**config.mk**
```make
export PLATFORM = sky130hd
export DESIGN_NAME = voice_steal_allocator
export DESIGN_NICKNAME = d
export VERILOG_FILES = /design/src/rtl/vsa_pkg.sv /design/src/rtl/voice_steal_allocator.sv /design/src/rtl/vsa_cell.sv /design/src/rtl/vsa_select.sv
export SDC_FILE = /design/constraint.sdc
export NUM_CORES = 1
export LEC_CHECK = 0
export ABC_AREA = 1
export BUFFER_PORTS_ARGS = -buffer_cell sky130_fd_sc_hd__buf_2
export CORE_ASPECT_RATIO = 0.7
export CORE_MARGIN = 4
export CORE_UTILIZATION = 45
export DETAILED_ROUTE_END_ITERATION = 6
export PLACE_DENSITY = 0.75
export SETUP_SLACK_MARGIN = 0.02
export SYNTH_ARGS = -nofsm -noshare
export SYNTH_HDL_FRONTEND = slang
export SYNTH_SLANG_ARGS = --single-unit
```
**constraint.sdc**
```tcl
create_clock -name clk -period 6.1 [get_ports clk]
set_input_delay 0.305 -clock clk [delete_from_list [all_inputs] [get_ports clk]]
set_output_delay 0.305 -clock clk [all_outputs]
set_load 0.01 [all_outputs]
```
**src/rtl/vsa_pkg.sv**
```systemverilog
// ----------------------------------------------------------------------------
// vsa_pkg: shared definitions for the voice steal allocator
// Request kinds, field widths, clamp limits and the control bundle that the
// top level broadcasts to every voice cell.
// ----------------------------------------------------------------------------
package vsa_pkg;

  // Request kinds carried on in_tuser.
  localparam logic [1:0] OP_PLAY = 2'd0;
  localparam logic [1:0] OP_DONE = 2'd1;
  localparam logic [1:0] OP_STOP = 2'd2;

  localparam int OP_W    = 2;
  localparam int SND_W   = 16;
  localparam int PCT_W   = 16;
  localparam int POS_W   = 32;
  localparam int DONE_W  = 2;
  localparam int VOICE_W = 2;
  localparam int VOL_W   = 7;
  localparam int PITCH_W = 8;

  localparam int IN_DATA_W  = 152;
  localparam int OUT_DATA_W = 120;

  localparam logic signed [PCT_W-1:0] VOL_MIN   = 16'sd0;
  localparam logic signed [PCT_W-1:0] VOL_MAX   = 16'sd100;
  localparam logic signed [PCT_W-1:0] PITCH_MIN = 16'sd50;
  localparam logic signed [PCT_W-1:0] PITCH_MAX = 16'sd150;

  typedef struct packed {
    logic              en;
    logic              play;
    logic              done;
    logic              stop;
    logic [DONE_W-1:0] done_voice;
  } vsa_ctl_t;

endpackage

```
**src/rtl/voice_steal_allocator.sv**
```systemverilog
// ----------------------------------------------------------------------------
// voice_steal_allocator: least recently used voice allocation with stealing
// Keeps the voice priority order in a row of cells and assigns play requests.
// ----------------------------------------------------------------------------
// Input channel: in_tuser carries the request kind (play, voice finished,
// stop all) and in_tdata the sound, volume, pitch, position and finished
// voice. Only play requests produce a result on the output channel, which
// reports the chosen voice, whether the buffer must be reloaded, whether a
// playing voice was stolen, and the clamped volume and pitch with the
// position passed through.
// Each request is decided in the cycle it is accepted: the cells compare
// their voice against the request in parallel, a picker chooses one
// position, and the cells behind it take their neighbor's contents in the
// same edge that loads the result into the output register. One request
// can be taken every cycle while the output is empty or the receiver takes it.
// A single output register holds the result; while it is full and the
// receiver stalls, in_tready stays low, including for requests that give
// no result.
// Reset puts the voices in order 0, 1, 2, ..., all idle with no sound
// attached, and empties the output register.
// ----------------------------------------------------------------------------
module voice_steal_allocator #(
  parameter int VOICES        = 4,
  parameter int SOUND_ID_BITS = 16
) (
  input  logic                            clk,
  input  logic                            rst_n,
  input  logic                            in_tvalid,
  output logic                            in_tready,
  // op
  input  logic [vsa_pkg::OP_W-1:0]        in_tuser,
  // sound_id, volume_in, pitch_in, pos_x_in, pos_y_in, pos_z_in, done_voice
  input  logic [vsa_pkg::IN_DATA_W-1:0]   in_tdata,
  output logic                            out_tvalid,
  input  logic                            out_tready,
  // voice, reload_buffer, stolen, volume_out, pitch_out, pos_x/y/z_out
  output logic [vsa_pkg::OUT_DATA_W-1:0]  out_tdata
);

  localparam int VID_W = $clog2(VOICES);
  localparam int SND_W = SOUND_ID_BITS;

  // Unpacked request fields.
  logic [vsa_pkg::SND_W-1:0]          in_sound;
  logic signed [vsa_pkg::PCT_W-1:0]   in_volume;
  logic signed [vsa_pkg::PCT_W-1:0]   in_pitch;
  logic [vsa_pkg::POS_W-1:0]          in_pos_x, in_pos_y, in_pos_z;
  logic [vsa_pkg::DONE_W-1:0]         in_done;

  assign in_sound  = in_tdata[15:0];
  assign in_volume = in_tdata[31:16];
  assign in_pitch  = in_tdata[47:32];
  assign in_pos_x  = in_tdata[79:48];
  assign in_pos_y  = in_tdata[111:80];
  assign in_pos_z  = in_tdata[143:112];
  assign in_done   = in_tdata[145:144];

  logic              accept;
  vsa_pkg::vsa_ctl_t ctl;
  logic [SND_W-1:0]  req_snd;

  assign accept  = in_tvalid && in_tready;
  assign req_snd = SND_W'(in_sound);

  always_comb begin
    ctl.en         = accept;
    ctl.play       = (in_tuser == vsa_pkg::OP_PLAY);
    ctl.done       = (in_tuser == vsa_pkg::OP_DONE);
    ctl.stop       = (in_tuser == vsa_pkg::OP_STOP);
    ctl.done_voice = in_done;
  end

  logic [VID_W-1:0] cell_vid   [VOICES];
  logic [SND_W-1:0] cell_snd   [VOICES];
  logic             cell_valid [VOICES];
  logic             cell_play  [VOICES];
  logic [VOICES-1:0] idle_v, match_v, sel_oh, shift_mask;

  logic [VID_W-1:0] sel_vid;
  logic             sel_valid_match;
  logic             sel_play;

  for (genvar i = 0; i < VOICES; i++) begin : g_cell
    logic [VID_W-1:0] nb_vid;
    logic [SND_W-1:0] nb_snd;
    logic             nb_valid;
    logic             nb_play;

    if (i == VOICES - 1) begin : g_tail
      // The back of the order receives the chosen voice, now playing.
      assign nb_vid   = sel_vid;
      assign nb_snd   = req_snd;
      assign nb_valid = 1'b1;
      assign nb_play  = 1'b1;
    end else begin : g_body
      assign nb_vid   = cell_vid[i+1];
      assign nb_snd   = cell_snd[i+1];
      assign nb_valid = cell_valid[i+1];
      assign nb_play  = cell_play[i+1];
    end

    vsa_cell #(
      .VID_W    (VID_W),
      .SND_W    (SND_W),
      .INIT_VID (VID_W'(i))
    ) u_cell (
      .clk      (clk),
      .rst_n    (rst_n),
      .ctl      (ctl),
      .req_snd  (req_snd),
      .shift    (shift_mask[i]),
      .nb_vid   (nb_vid),
      .nb_snd   (nb_snd),
      .nb_valid (nb_valid),
      .nb_play  (nb_play),
      .vid      (cell_vid[i]),
      .snd      (cell_snd[i]),
      .valid    (cell_valid[i]),
      .play     (cell_play[i]),
      .idle     (idle_v[i]),
      .match    (match_v[i])
    );
  end

  vsa_select #(
    .VOICES (VOICES)
  ) u_select (
    .idle       (idle_v),
    .match      (match_v),
    .sel_oh     (sel_oh),
    .shift_mask (shift_mask)
  );

  // sel_oh is one-hot, so an OR of the gated cells reads the chosen one.
  always_comb begin
    sel_vid         = '0;
    sel_valid_match = 1'b0;
    sel_play        = 1'b0;
    for (int i = 0; i < VOICES; i++) begin
      sel_vid         = sel_vid | (cell_vid[i] & {VID_W{sel_oh[i]}});
      sel_valid_match = sel_valid_match | (match_v[i] & sel_oh[i]);
      sel_play        = sel_play | (cell_play[i] & sel_oh[i]);
    end
  end

  logic [vsa_pkg::VOL_W-1:0]   vol_clamp;
  logic [vsa_pkg::PITCH_W-1:0] pitch_clamp;

  always_comb begin
    if (in_volume < vsa_pkg::VOL_MIN) begin
      vol_clamp = vsa_pkg::VOL_W'(vsa_pkg::VOL_MIN);
    end else if (in_volume > vsa_pkg::VOL_MAX) begin
      vol_clamp = vsa_pkg::VOL_W'(vsa_pkg::VOL_MAX);
    end else begin
      vol_clamp = in_volume[vsa_pkg::VOL_W-1:0];
    end
    if (in_pitch < vsa_pkg::PITCH_MIN) begin
      pitch_clamp = vsa_pkg::PITCH_W'(vsa_pkg::PITCH_MIN);
    end else if (in_pitch > vsa_pkg::PITCH_MAX) begin
      pitch_clamp = vsa_pkg::PITCH_W'(vsa_pkg::PITCH_MAX);
    end else begin
      pitch_clamp = in_pitch[vsa_pkg::PITCH_W-1:0];
    end
  end

  // Output register.
  logic                            out_valid_r, out_valid_nxt;
  logic [vsa_pkg::OUT_DATA_W-1:0]  out_data_r, out_data_nxt;
  logic                            load_out;

  assign in_tready = !out_valid_r || out_tready;
  assign load_out  = accept && ctl.play;

  always_comb begin
    out_valid_nxt = out_valid_r;
    out_data_nxt  = out_data_r;
    if (out_valid_r && out_tready) begin
      out_valid_nxt = 1'b0;
    end
    if (load_out) begin
      out_valid_nxt = 1'b1;
      out_data_nxt  = '0;
      out_data_nxt[1:0]    = vsa_pkg::VOICE_W'(sel_vid);
      out_data_nxt[2]      = !sel_valid_match;
      out_data_nxt[3]      = sel_play;
      out_data_nxt[10:4]   = vol_clamp;
      out_data_nxt[18:11]  = pitch_clamp;
      out_data_nxt[50:19]  = in_pos_x;
      out_data_nxt[82:51]  = in_pos_y;
      out_data_nxt[114:83] = in_pos_z;
    end
  end

  always_ff @(posedge clk) begin
    if (!rst_n) begin
      out_valid_r <= 1'b0;
    end else begin
      out_valid_r <= out_valid_nxt;
    end
  end

  always_ff @(posedge clk) begin
    out_data_r <= out_data_nxt;
  end

  assign out_tvalid = out_valid_r;
  assign out_tdata  = out_data_r;

endmodule

```
**src/rtl/vsa_cell.sv**
```systemverilog
// ----------------------------------------------------------------------------
// vsa_cell: one position of the voice priority order
// Holds the voice number at this position with its attached sound and flags.
// On a play request at or after the chosen position it takes its neighbor's
// contents, so the order closes up and the chosen voice lands at the back.
// ----------------------------------------------------------------------------
module vsa_cell #(
  parameter int               VID_W    = 2,
  parameter int               SND_W    = 16,
  parameter logic [VID_W-1:0] INIT_VID = '0
) (
  input  logic             clk,
  input  logic             rst_n,
  input  vsa_pkg::vsa_ctl_t ctl,
  input  logic [SND_W-1:0] req_snd,
  input  logic             shift,
  input  logic [VID_W-1:0] nb_vid,
  input  logic [SND_W-1:0] nb_snd,
  input  logic             nb_valid,
  input  logic             nb_play,
  output logic [VID_W-1:0] vid,
  output logic [SND_W-1:0] snd,
  output logic             valid,
  output logic             play,
  output logic             idle,
  output logic             match
);

  localparam int CMP_W = (VID_W > vsa_pkg::DONE_W) ? VID_W : vsa_pkg::DONE_W;

  logic [VID_W-1:0] vid_r, vid_nxt;
  logic [SND_W-1:0] snd_r, snd_nxt;
  logic             valid_r, valid_nxt;
  logic             play_r, play_nxt;
  logic             done_hit;

  assign done_hit = (CMP_W'(vid_r) == CMP_W'(ctl.done_voice));

  always_comb begin
    vid_nxt   = vid_r;
    snd_nxt   = snd_r;
    valid_nxt = valid_r;
    play_nxt  = play_r;
    if (ctl.en) begin
      if (ctl.play && shift) begin
        vid_nxt   = nb_vid;
        snd_nxt   = nb_snd;
        valid_nxt = nb_valid;
        play_nxt  = nb_play;
      end else if (ctl.done && done_hit) begin
        play_nxt = 1'b0;
      end else if (ctl.stop) begin
        play_nxt = 1'b0;
      end
    end
  end

  always_ff @(posedge clk) begin
    if (!rst_n) begin
      vid_r   <= INIT_VID;
      valid_r <= 1'b0;
      play_r  <= 1'b0;
    end else begin
      vid_r   <= vid_nxt;
      valid_r <= valid_nxt;
      play_r  <= play_nxt;
    end
  end

  always_ff @(posedge clk) begin
    snd_r <= snd_nxt;
  end

  assign vid   = vid_r;
  assign snd   = snd_r;
  assign valid = valid_r;
  assign play  = play_r;
  assign idle  = !play_r;
  assign match = valid_r && (snd_r == req_snd);

endmodule

```
**src/rtl/vsa_select.sv**
```systemverilog
// ----------------------------------------------------------------------------
// vsa_select: picks the position that a play request takes
// First idle position from the front, else the last position holding the
// requested sound, else the front. Also gives the mask of positions that
// close up behind the chosen one.
// ----------------------------------------------------------------------------
module vsa_select #(
  parameter int VOICES = 4
) (
  input  logic [VOICES-1:0] idle,
  input  logic [VOICES-1:0] match,
  output logic [VOICES-1:0] sel_oh,
  output logic [VOICES-1:0] shift_mask
);

  logic [VOICES-1:0] first_idle;
  logic [VOICES-1:0] match_rev;
  logic [VOICES-1:0] last_rev;
  logic [VOICES-1:0] last_match;

  assign first_idle = idle & (~idle + VOICES'(1));

  // Lowest set bit of the reversed vector is the highest set bit of match.
  always_comb begin
    for (int i = 0; i < VOICES; i++) begin
      match_rev[i] = match[VOICES-1-i];
    end
  end

  assign last_rev = match_rev & (~match_rev + VOICES'(1));

  always_comb begin
    for (int i = 0; i < VOICES; i++) begin
      last_match[i] = last_rev[VOICES-1-i];
    end
  end

  always_comb begin
    if (|idle) begin
      sel_oh = first_idle;
    end else if (|match) begin
      sel_oh = last_match;
    end else begin
      sel_oh = VOICES'(1);
    end
  end

  // sel_oh is never zero, so this marks the chosen position and all after it.
  assign shift_mask = ~(sel_oh - VOICES'(1));

endmodule

```
==> reports/results.tsv, run 1 <==
metric	value	unit
P_leak	0.00431	uW
vias in the first global route	5227	
DIE AREA	19500	um2
Post-DP HPWL	14700	um
Switch Pwr	674	uW
max_slew headroom	0.345	
worst path required time	6.23	ns
Yosys top cell by area	edfxtp_1	
Worst Hold Class	input pin to register	
die width	165	um
Int Power	2130	uW
Primary FF master, synth	edfxtp_1	
CP endpoint kind	register	
CP arrival	3.20	ns
count leader, synth	edfxtp_1	
Synth Cell Area	7780	um2
Post-CTS Setup Inserts	0	
top-area cell type share of the netlist area	0.690	
Hold Startpoint	in_tdata[50]	
Layout Skew	0.0108	ns
power share of the combinational group	0.067	
endpoints failing hold	0	
overflow left after global routing	0	
Final Util	0.599	
number of synthesized register bits	196	
synth unique cells	41	
layout cell share with drive strength beyond 1	0.363	
launching element type of the critical path	register	
clock latency on the worst-skew pair	0.43	ns
hold slack	0.0411	ns
Sw Share	0.240	
WL/cell	16.7	um
Clk pwr share	0.391	
status	completed	
CTS Root Buffer Type	clkbuf_16	
top cells by count, synth	179 x edfxtp_1, 133 x nand2_1, 81 x inv_1	
CTS buffer count	17	
RSZ-0062 raised after global routing	false	
# hold bufs at CTS	0	
Syn-to-layout area delta	28.1	%
Mean Syn Cell Area	12.2	um2
DRC	0	
die height	118	um
CTS clk-pin slew, worst paths	0.08	ns
Power Density	281	nW/um2
Metal-1 WL	7850	um
Seq/Total Area, Yosys	0.734	
DR WL met2	9400	um
Nets	1077	
CTS-repair resized insts	0	
initial DRC count	477	
final setup fails	0	
CP Max Fanout	14	
Tcrit/Tclk final	0.503	
CTS H-tree depth	4	
port buffer count	268	
yosys warns	0	
Total Power	2810	uW
Seq pwr share	0.542	
worst r2r src	g_cell[3].u_cell.snd[11]	
Max Freq	326	MHz
Clock Tree Buf Depth	2	
DR pass1 iterations	5	
total negative slack	0	ns
number of flops mapped to enable cells by yosys	179	
Syn Inst Count	636	
gr usage total	0.190	
via count	5635	
critical path type	register to register	
CORE AREA	16600	um2
antenna violations before repair	2	
Max-Cap Viols	0	
Top Layer Used	met5	
pin count of the biggest net entering global routing	79	
Final min period	3.07	ns
Place WS	2.85	ns
VDD IR max	0.179	mV
slew at the pin closest to its max-slew limit	0.983	ns
synth top area cells	edfxtp_1 69%, nand2_1 6.4%, dfxtp_1 4.4%	
met3 WL	1770	um
CTS tree	done	
Routability Congestion	0.855	
setup slack after layout	3.03	ns
global-route wire length before repair	28300	um
# IOs	280	
Final Max Slew Viols	0	
Via density	4.87	
Placement Rows	39	
Clock Sinks	196	
Worst Setup SP	g_cell[3].u_cell.snd[11]	
initial core utilization	0.468	
Routed Antenna Nets	0	
async set-reset flop share out of synthesis	0	
Total Wirelength	19400	um
metal layers:
| metal | vias up | GRT usage |
|---|---|---|
| li1 | 2701 | - |
| met1 | 2657 | 0.247 |
| met2 | 241 | 0.313 |
| met3 | 32 | 0.0543 |
| met4 | 4 | 0.0494 |
| met5 | - | 0 |
per-stage QoR:
step | area [um2] | cells
detailed placement | 9380 | 1124
global placement | 9380 | 1124
floorplan | 7800 | 640
global route | 9970 | 1156
finish | 9970 | 1157
CTS | 9970 | 1156
state kept, by name (all words and copies together), names as in the netlist:
register	count
g_cell.u_cell.play	4
g_cell.u_cell.vid	8
g_cell.u_cell.snd	64
out_tdata	115
g_cell.u_cell.valid	4
out_tvalid	1
cell type report:
class / instances / area (um2)
inverters: 93 / 349
multi-input cells: 339 / 1670
clock inverters: 15 / 160
repair buffers: 271 / 1360
fillers: 1330 / 6670
clock buffers: 17 / 425
well taps: 225 / 282
diodes: 1 / 2.50
flip-flops and latches: 196 / 5720
cell families after synthesis:
family / Yosys count / synth area share
and+or+nand+nor: 249 / 0.140
other: 1 / 0.000482
buffers and inverters: 105 / 0.0538
xor gates and xnor gates: 22 / 0.0248
AOI/OAI and AO/OA: 62 / 0.0450
adders and majority gates: 1 / 0.00161
DFF: 196 / 0.734
power groups by stage:
stage	combinational [uW]	sequential (uW)	clock, uW
2_1_floorplan	81.2	1560	0
3_3_place_gp	183	1550	0
3_5_place_dp	188	1550	0
4_1_cts	190	1520	1120
5_1_grt	208	1520	1180
6_report	189	1520	1100
placed cells by master, fill, tap and decap left out, types with 4 or more instances in the layout:
cell	netlist	routed
a21oi_1	21	21
buf_2	0	268
clkbuf_16	0	17
conb_1	1	5
dfxtp_1	17	17
edfxtp_1	179	179
inv_1	81	81
inv_2	12	12
inv_6	0	5
nand2_1	133	133
nand3_1	15	15
nand4_1	10	10
nor2_1	62	61
nor2_2	9	9
nor2_4	3	4
o21ai_0	22	22
o22ai_1	4	4
xnor2_1	19	19
critical path, cell delays in order, from the launching register on:
cell,delay (ns)
edfxtp_1,0.42
or2_0,0.24
nand3_1,0.10
nor2_1,0.06
nand3_2,0.13
nand2_1,0.10
o21ai_1,0.25
inv_1,0.09
ha_1,0.28
inv_1,0.07
nor2_1,0.66
buf_4,0.35
worst paths after layout:
| path | to | slack (ns) | depth (start not counted) |
|---|---|---|---|
| setup / recovery | g_cell[1].u_cell.snd[13] | 3.03 | 11 |
| hold / removal | out_tdata[21] | 0.04 | 1 |
| setup reg to reg | g_cell[1].u_cell.snd[13] | 3.03 | 11 |
| hold reg to reg | g_cell[2].u_cell.snd[3] | 0.45 | 0 |
Power figures use the tool's default switching activity.
==> run 2: changes to the inputs <==
==> constraint.sdc (replaced) <==
create_clock -name clk -period 2.5 [get_ports clk]
set_input_delay 0.125 -clock clk [delete_from_list [all_inputs] [get_ports clk]]
set_output_delay 0.125 -clock clk [all_outputs]
set_load 0.01 [all_outputs]
==> run 2 against run 1 <==
Against the previous run:
- utilization up 8.4 points
- register-to-register slack got worse by 2.9 ns
- global-route usage rose by 3.1 points
- design area grew 14%
- final cell count up 11%
- hold slack lost 0.027 ns
- highest routed layer is now met4
- critical path depth is 7 higher
==> reports/results.tsv, run 2 (synthesis gave the netlist of run 1 again) <==
metric	value	unit	change
status	completed		
port buffer count	268		unchanged
via count	6171		+9.5%
Final Util	0.683		+0.0838
layout cell share with drive strength beyond 1	0.343		-0.0197
pin count of the biggest net entering global routing	61		-23%
Nets	1209		+12%
CTS clk-pin slew, worst paths	0.07	ns	about the same
Max-Cap Viols	0		unchanged
Clock Tree Buf Depth	2		unchanged
Routability Congestion	0.855		about the same
# IOs	280		unchanged
CTS H-tree depth	4		unchanged
Tcrit/Tclk final	0.957		
Max Freq	418	MHz	
Via density	4.79		-1.7%
Fillers	1171		-12%
Worst Hold Path EP	out_tdata[11]		
clock latency on the worst-skew pair	0.43	ns	about the same
Worst R2R Setup Slack	0.12	ns	-2.91 ns
Layout Skew	0.00675	ns	-0.00408 ns
WL/cell	17.1	um	+2.0%
Final min period	2.39	ns	
initial DRC count	613		+29%
launching element type of the critical path	input pin		
P_leak	0.00488	uW	+13%
CTS tree	done		
Final Cell Area	11400	um2	+14%
DIE AREA	19500	um2	unchanged
worst r2r src	g_cell[3].u_cell.snd[11]		
Routed Antenna Nets	0		unchanged
fin cells	1289		+11%
most common cell after layout, fill and taps aside	buf_2		
DR pass1 iterations	5		unchanged
initial core utilization	0.468		unchanged
endpoints failing hold	0		unchanged
Power Density	619	nW/um2	+120%
CP Max Fanout	8		-6
vias in the first global route	6221		+19%
Total Wirelength	22000	um	+14%
die width	165	um	unchanged
Post-DP HPWL	14800	um	+0.57%
critical path type	input pin to register		
RSZ-0062 raised after global routing	false		
Clock Sinks	196		unchanged
Hold Startpoint	in_tdata[32]		
max reg flops	115		unchanged
CORE AREA	16600	um2	unchanged
die height	118	um	unchanged
Syn-to-layout area delta	46.0	%	
placed cell areas	9460	um2	+0.87%
CP arrival	2.55	ns	-0.65 ns
overflow left after global routing	0		unchanged
FF-to-FF End	g_cell[2].u_cell.snd[3]		
CP endpoint kind	register		
VDD IR max	0.459	mV	+160%
Final Max Slew Viols	0		unchanged
worst path required time	2.65	ns	-3.58 ns
placed cell count	1129		+0.44%
global-route wire length before repair	33000	um	+17%
Placement Rows	39		unchanged
commonest non-fill, non-tap cells in the layout	266 x buf_2, 179 x edfxtp_1, 130 x nand2_1, 121 x dlygate4sd3_1, 78 x inv_1		
antenna violations before repair	1		-1
setup slack after layout	0.106	ns	-2.92 ns
CTS Root Buffer Type	clkbuf_16		
final setup fails	0		unchanged
R2R depth	15		+4
Hold Crit Depth	3		+2
Worst Hold Class	input pin to register		
gr usage total	0.221		+0.0308
CTS buffer count	17		unchanged
DRC	0		unchanged
Place WS	0.0491	ns	-2.80 ns
==> run 2: per-layer routing <==
| layer | share of wire | up-vias | GRT usage | wire [um] |
|---|---|---|---|---|
| met4 | 0.030 | 0 | 0.0769 | 652 |
| met3 | 0.079 | 49 | 0.0543 | 1740 |
| met5 | 0 | - | 0 | 0 |
| met2 | 0.51 | 273 | 0.383 | 11100 |
| li1 | - | 2973 | - | - |
| met1 | 0.39 | 2876 | 0.267 | 8500 |
==> run 2: how the worst max path moves through the flow <==
stage                            start                        to  slack, ns  depth (start not counted)
4_1_cts        g_cell[1].u_cell.snd[1]  g_cell[2].u_cell.snd[13]       0.02                         15
3_3_place_gp   g_cell[1].u_cell.snd[1]   g_cell[2].u_cell.snd[0]       0.15                         13
2_1_floorplan               out_tvalid              out_tdata[0]      -0.14                          3
5_1_grt        g_cell[1].u_cell.snd[9]   g_cell[2].u_cell.snd[4]      0.003                         16
3_5_place_dp   g_cell[1].u_cell.snd[1]   g_cell[2].u_cell.snd[0]       0.05                         15
6_report                   in_tdata[5]   g_cell[2].u_cell.snd[3]       0.11                         18
==> run 2: power by group <==
part	internal [uW]	switching (uW)	total (uW)
Combinational	327	326	652
Clock	1400	1270	2670
Sequential	3670	40.9	3710
Total	5400	1640	7040
==> run 2: area by class of cell <==
class / instances / area, um2 / area share
Sequential cell: 196 / 5720 / 0.503
Timing Repair Buffer: 403 / 2710 / 0.239
Multi-Input combinational cell: 339 / 1730 / 0.152
Clock buffer: 18 / 429 / 0.0378
Inverter: 93 / 352 / 0.0309
Tap cell: 225 / 282 / 0.0248
Clock inverter: 14 / 143 / 0.0125
Antenna cell: 1 / 2.50 / 0.000220
==> run 2: critical path, cell delays in order <==
cell and delay, ns:
dlygate4sd3_1 0.55, clkbuf_4 0.19, inv_2 0.06, nand2_1 0.05
nand2_1 0.05, nor2_1 0.12, nand2_1 0.11, nor2_2 0.15
nand3_2 0.10, nor2_2 0.13, nor2_2 0.06, nand2_2 0.10
ha_2 0.20, inv_1 0.07, nand2_4 0.10, nand3_4 0.11
inv_4 0.11, clkbuf_16 0.15
==> run 2: stage by stage <==
stage | power, uW | setup TNS, ns | hold WS [ns]
after floorplan | 4010 | -15.64 | 0.224
after global placement | 4230 | 0 | 0.302
after detailed placement | 4250 | 0 | 0.303
after CTS | 7050 | 0 | 0.00170
after global routing | 7300 | 0 | 0.0112
final | 7040 | 0 | 0.0143
==> run 2: repair_timing <==
| action | 4_1_cts | 5_1_grt |
|---|---|---|
| setup endpoints to repair | 0 | 36 |
| buffers inserted | 0 | 4 |
| gates resized for setup | 0 | 21 |
| hold buffers | 121 | 0 |
| endpoints found under the hold margin | 120 | 0 |
==> run 3: changes to the inputs <==
--- a/config.mk
+++ b/config.mk
@@ -9,9 +9,9 @@
 export BUFFER_PORTS_ARGS = -buffer_cell sky130_fd_sc_hd__buf_2
 export CORE_ASPECT_RATIO = 0.7
 export CORE_MARGIN = 4
-export CORE_UTILIZATION = 45
+export CORE_UTILIZATION = 53
 export DETAILED_ROUTE_END_ITERATION = 6
-export PLACE_DENSITY = 0.75
+export PLACE_DENSITY = 0.84
 export SETUP_SLACK_MARGIN = 0.02
 export SYNTH_ARGS = -nofsm -noshare
 export SYNTH_HDL_FRONTEND = slang
==> constraint.sdc (replaced) <==
create_clock -name clk -period 3 [get_ports clk]
set_input_delay 0.15 -clock clk [delete_from_list [all_inputs] [get_ports clk]]
set_output_delay 0.15 -clock clk [all_outputs]
set_load 0.01 [all_outputs]
==> run 3 against run 2 <==
Against the previous run:
- routed wire length fell by 2.0%
- global-route usage up 3.6 points
- critical endpoint is now g_cell[2].u_cell.snd[4]
- design area is 3.2% lower
- register-to-register slack gained 0.30 ns
- critical path depth down 1
- non-clock buffer count decreased by 24
- largest power group unchanged
- hold slack improved by 0.0038 ns
==> reports/results.tsv, run 3 (synthesis gave the netlist of run 1 again) <==
metric	value	unit	change
Hold Crit Depth	1		-2
worst path required time	3.10	ns	+0.45 ns
via count	6069		-1.7%
max incr delay on CP	0.53	ns	-0.02 ns
CTS buffer count	17		unchanged
WL/cell	17.5	um	+2.6%
VDD IR max	0.542	mV	+18%
initial DRC count	567		-7.5%
CP Max Fanout	16		+8
RSZ-0062 raised after global routing	false		
P_leak	0.00477	uW	-2.3%
DR pass1 iterations	5		unchanged
CORE AREA	14100	um2	-15%
gr usage total	0.257		+0.0360
CTS tree	done		
Power Density	534	nW/um2	-14%
clock latency on the worst-skew pair	0.42	ns	about the same
slowest CP cell	dlygate4sd3_1		
crit path cell chain	dlygate4sd3_1, buf_2, inv_1, nand2_1, o21ai_0, nor2_1, nand2_1, nor2_2, nand3_2, nand2_1, o21ai_1, inv_1, ha_1, nand3_2, nand3_4, inv_1, buf_4		
Syn-to-layout area delta	41.3	%	
commonest non-fill, non-tap cells in the layout	268 x buf_2, 179 x edfxtp_1, 133 x nand2_1, 104 x dlygate4sd3_1, 81 x inv_1		
DIE AREA	16700	um2	-14%
slew at the pin closest to its max-slew limit	0.619	ns	
max_slew headroom	0.586		
FF-to-FF End	g_cell[2].u_cell.snd[4]		
CP arrival	2.79	ns	+0.24 ns
worst r2r src	g_cell[3].u_cell.snd[11]		
Via density	4.93		+3.0%
CTS Root Buffer Type	clkbuf_16		
Worst R2R Setup Slack	0.42	ns	+0.30 ns
Routed Antenna Nets	0		unchanged
Total Wirelength	21600	um	-2.0%
antenna violations before repair	1		unchanged
placed cell areas	9380	um2	-0.87%
Fillers	922		-21%
final setup fails	0		unchanged
Nets	1185		-2.0%
endpoints failing hold	0		unchanged
worst path buffer plus inverter count	6		unchanged
global-route wire length before repair	32400	um	-1.8%
Placement Rows	36		-7.7%
R2R depth	15		unchanged
Layout Skew	0.0112	ns	+0.00448 ns
DRC	0		unchanged
die height	109	um	-7.3%
Routability Congestion	0.925		+8.2%
CP endpoint kind	register		
Clock Tree Buf Depth	2		unchanged
initial core utilization	0.550		+0.0826
layout cell share with drive strength beyond 1	0.324		-0.0197
CTS clk-pin slew, worst paths	0.07	ns	about the same
Post-DP HPWL	14700	um	-0.23%
Hold Startpoint	in_tdata[10]		
# IOs	280		unchanged
Max-Cap Viols	0		unchanged
status	completed		
vias in the first global route	6093		-2.1%
CTS H-tree depth	4		unchanged
die width	153	um	-7.5%
max reg flops	115		unchanged
overflow left after global routing	0		unchanged
CTS-repair resized insts	0		unchanged
delay-heaviest family, CP	buffers and inverters		
Worst Hold Class	input pin to register		
Tcrit/Tclk final	0.897		
port buffer count	268		unchanged
launching element type of the critical path	input pin		
Final Max Slew Viols	0		unchanged
critical path type	input pin to register		
Max Freq	372	MHz	
Final Util	0.778		+0.0948
Clock Sinks	196		unchanged
Final Cell Area	11000	um2	-3.2%
Worst Hold Path EP	g_cell[3].u_cell.snd[10]		
total negative slack	0	ns	unchanged
Final min period	2.69	ns	
most common cell after layout, fill and taps aside	buf_2		
Worst Setup SP	in_tdata[11]		
pin count of the biggest net entering global routing	82		+34%
[run 3: worst max path at each step]
stage / to / depth (start not counted)
2_1_floorplan: out_tdata[0] / 3
3_3_place_gp: g_cell[2].u_cell.snd[2] / 13
3_5_place_dp: g_cell[2].u_cell.snd[4] / 15
4_1_cts: g_cell[2].u_cell.snd[4] / 17
5_1_grt: g_cell[2].u_cell.snd[6] / 17
6_report: g_cell[2].u_cell.snd[4] / 17
[run 3: what timing repair did]
action                                 4_1_cts  5_1_grt
hold buffers                               104        0
endpoints found under the hold margin      104        0
setup buffers                                0        0
[run 3: metrics by stage]
stage          setup slack, ns  hold slack (ns)  total power, uW  instances
4_1_cts                  0.418         0.000821             5870       1228
3_3_place_gp             0.589            0.326             3520       1093
3_5_place_dp             0.520            0.328             3550       1093
2_1_floorplan            0.180            0.249             3340        640
5_1_grt                 0.0805         0.000726             6060       1229
6_report                 0.310           0.0181             5870       1231
[run 3: area by class of cell]
type | instances | area [um2] | area share
Antenna cell | 3 | 7.51 | 0.000682
Timing Repair Buffer | 379 | 2450 | 0.222
Inverter | 93 | 349 | 0.0317
Multi-Input combinational cell | 339 | 1670 | 0.152
Clock buffer | 21 | 440 | 0.0400
Sequential cell | 196 | 5720 | 0.520
Tap cell | 190 | 238 | 0.0216
Clock inverter | 10 | 131 | 0.0119
[run 3: routing by layer]
metal,routed length (um),up-vias,GRT usage
met2,11400,292,0.460
met1,8010,2830,0.300
li1,-,2919,-
met3,1840,28,0.0795
met5,0,-,0
met4,359,0,0.0846
[run 3: where the power goes]
| part | internal (uW) | leakage (uW) | switching (uW) |
|---|---|---|---|
| Clock | 1310 | 0.000283 | 958 |
| Combinational | 249 | 0.00268 | 260 |
| Sequential | 3060 | 0.00180 | 36.7 |
| Total | 4620 | 0.00477 | 1250 |
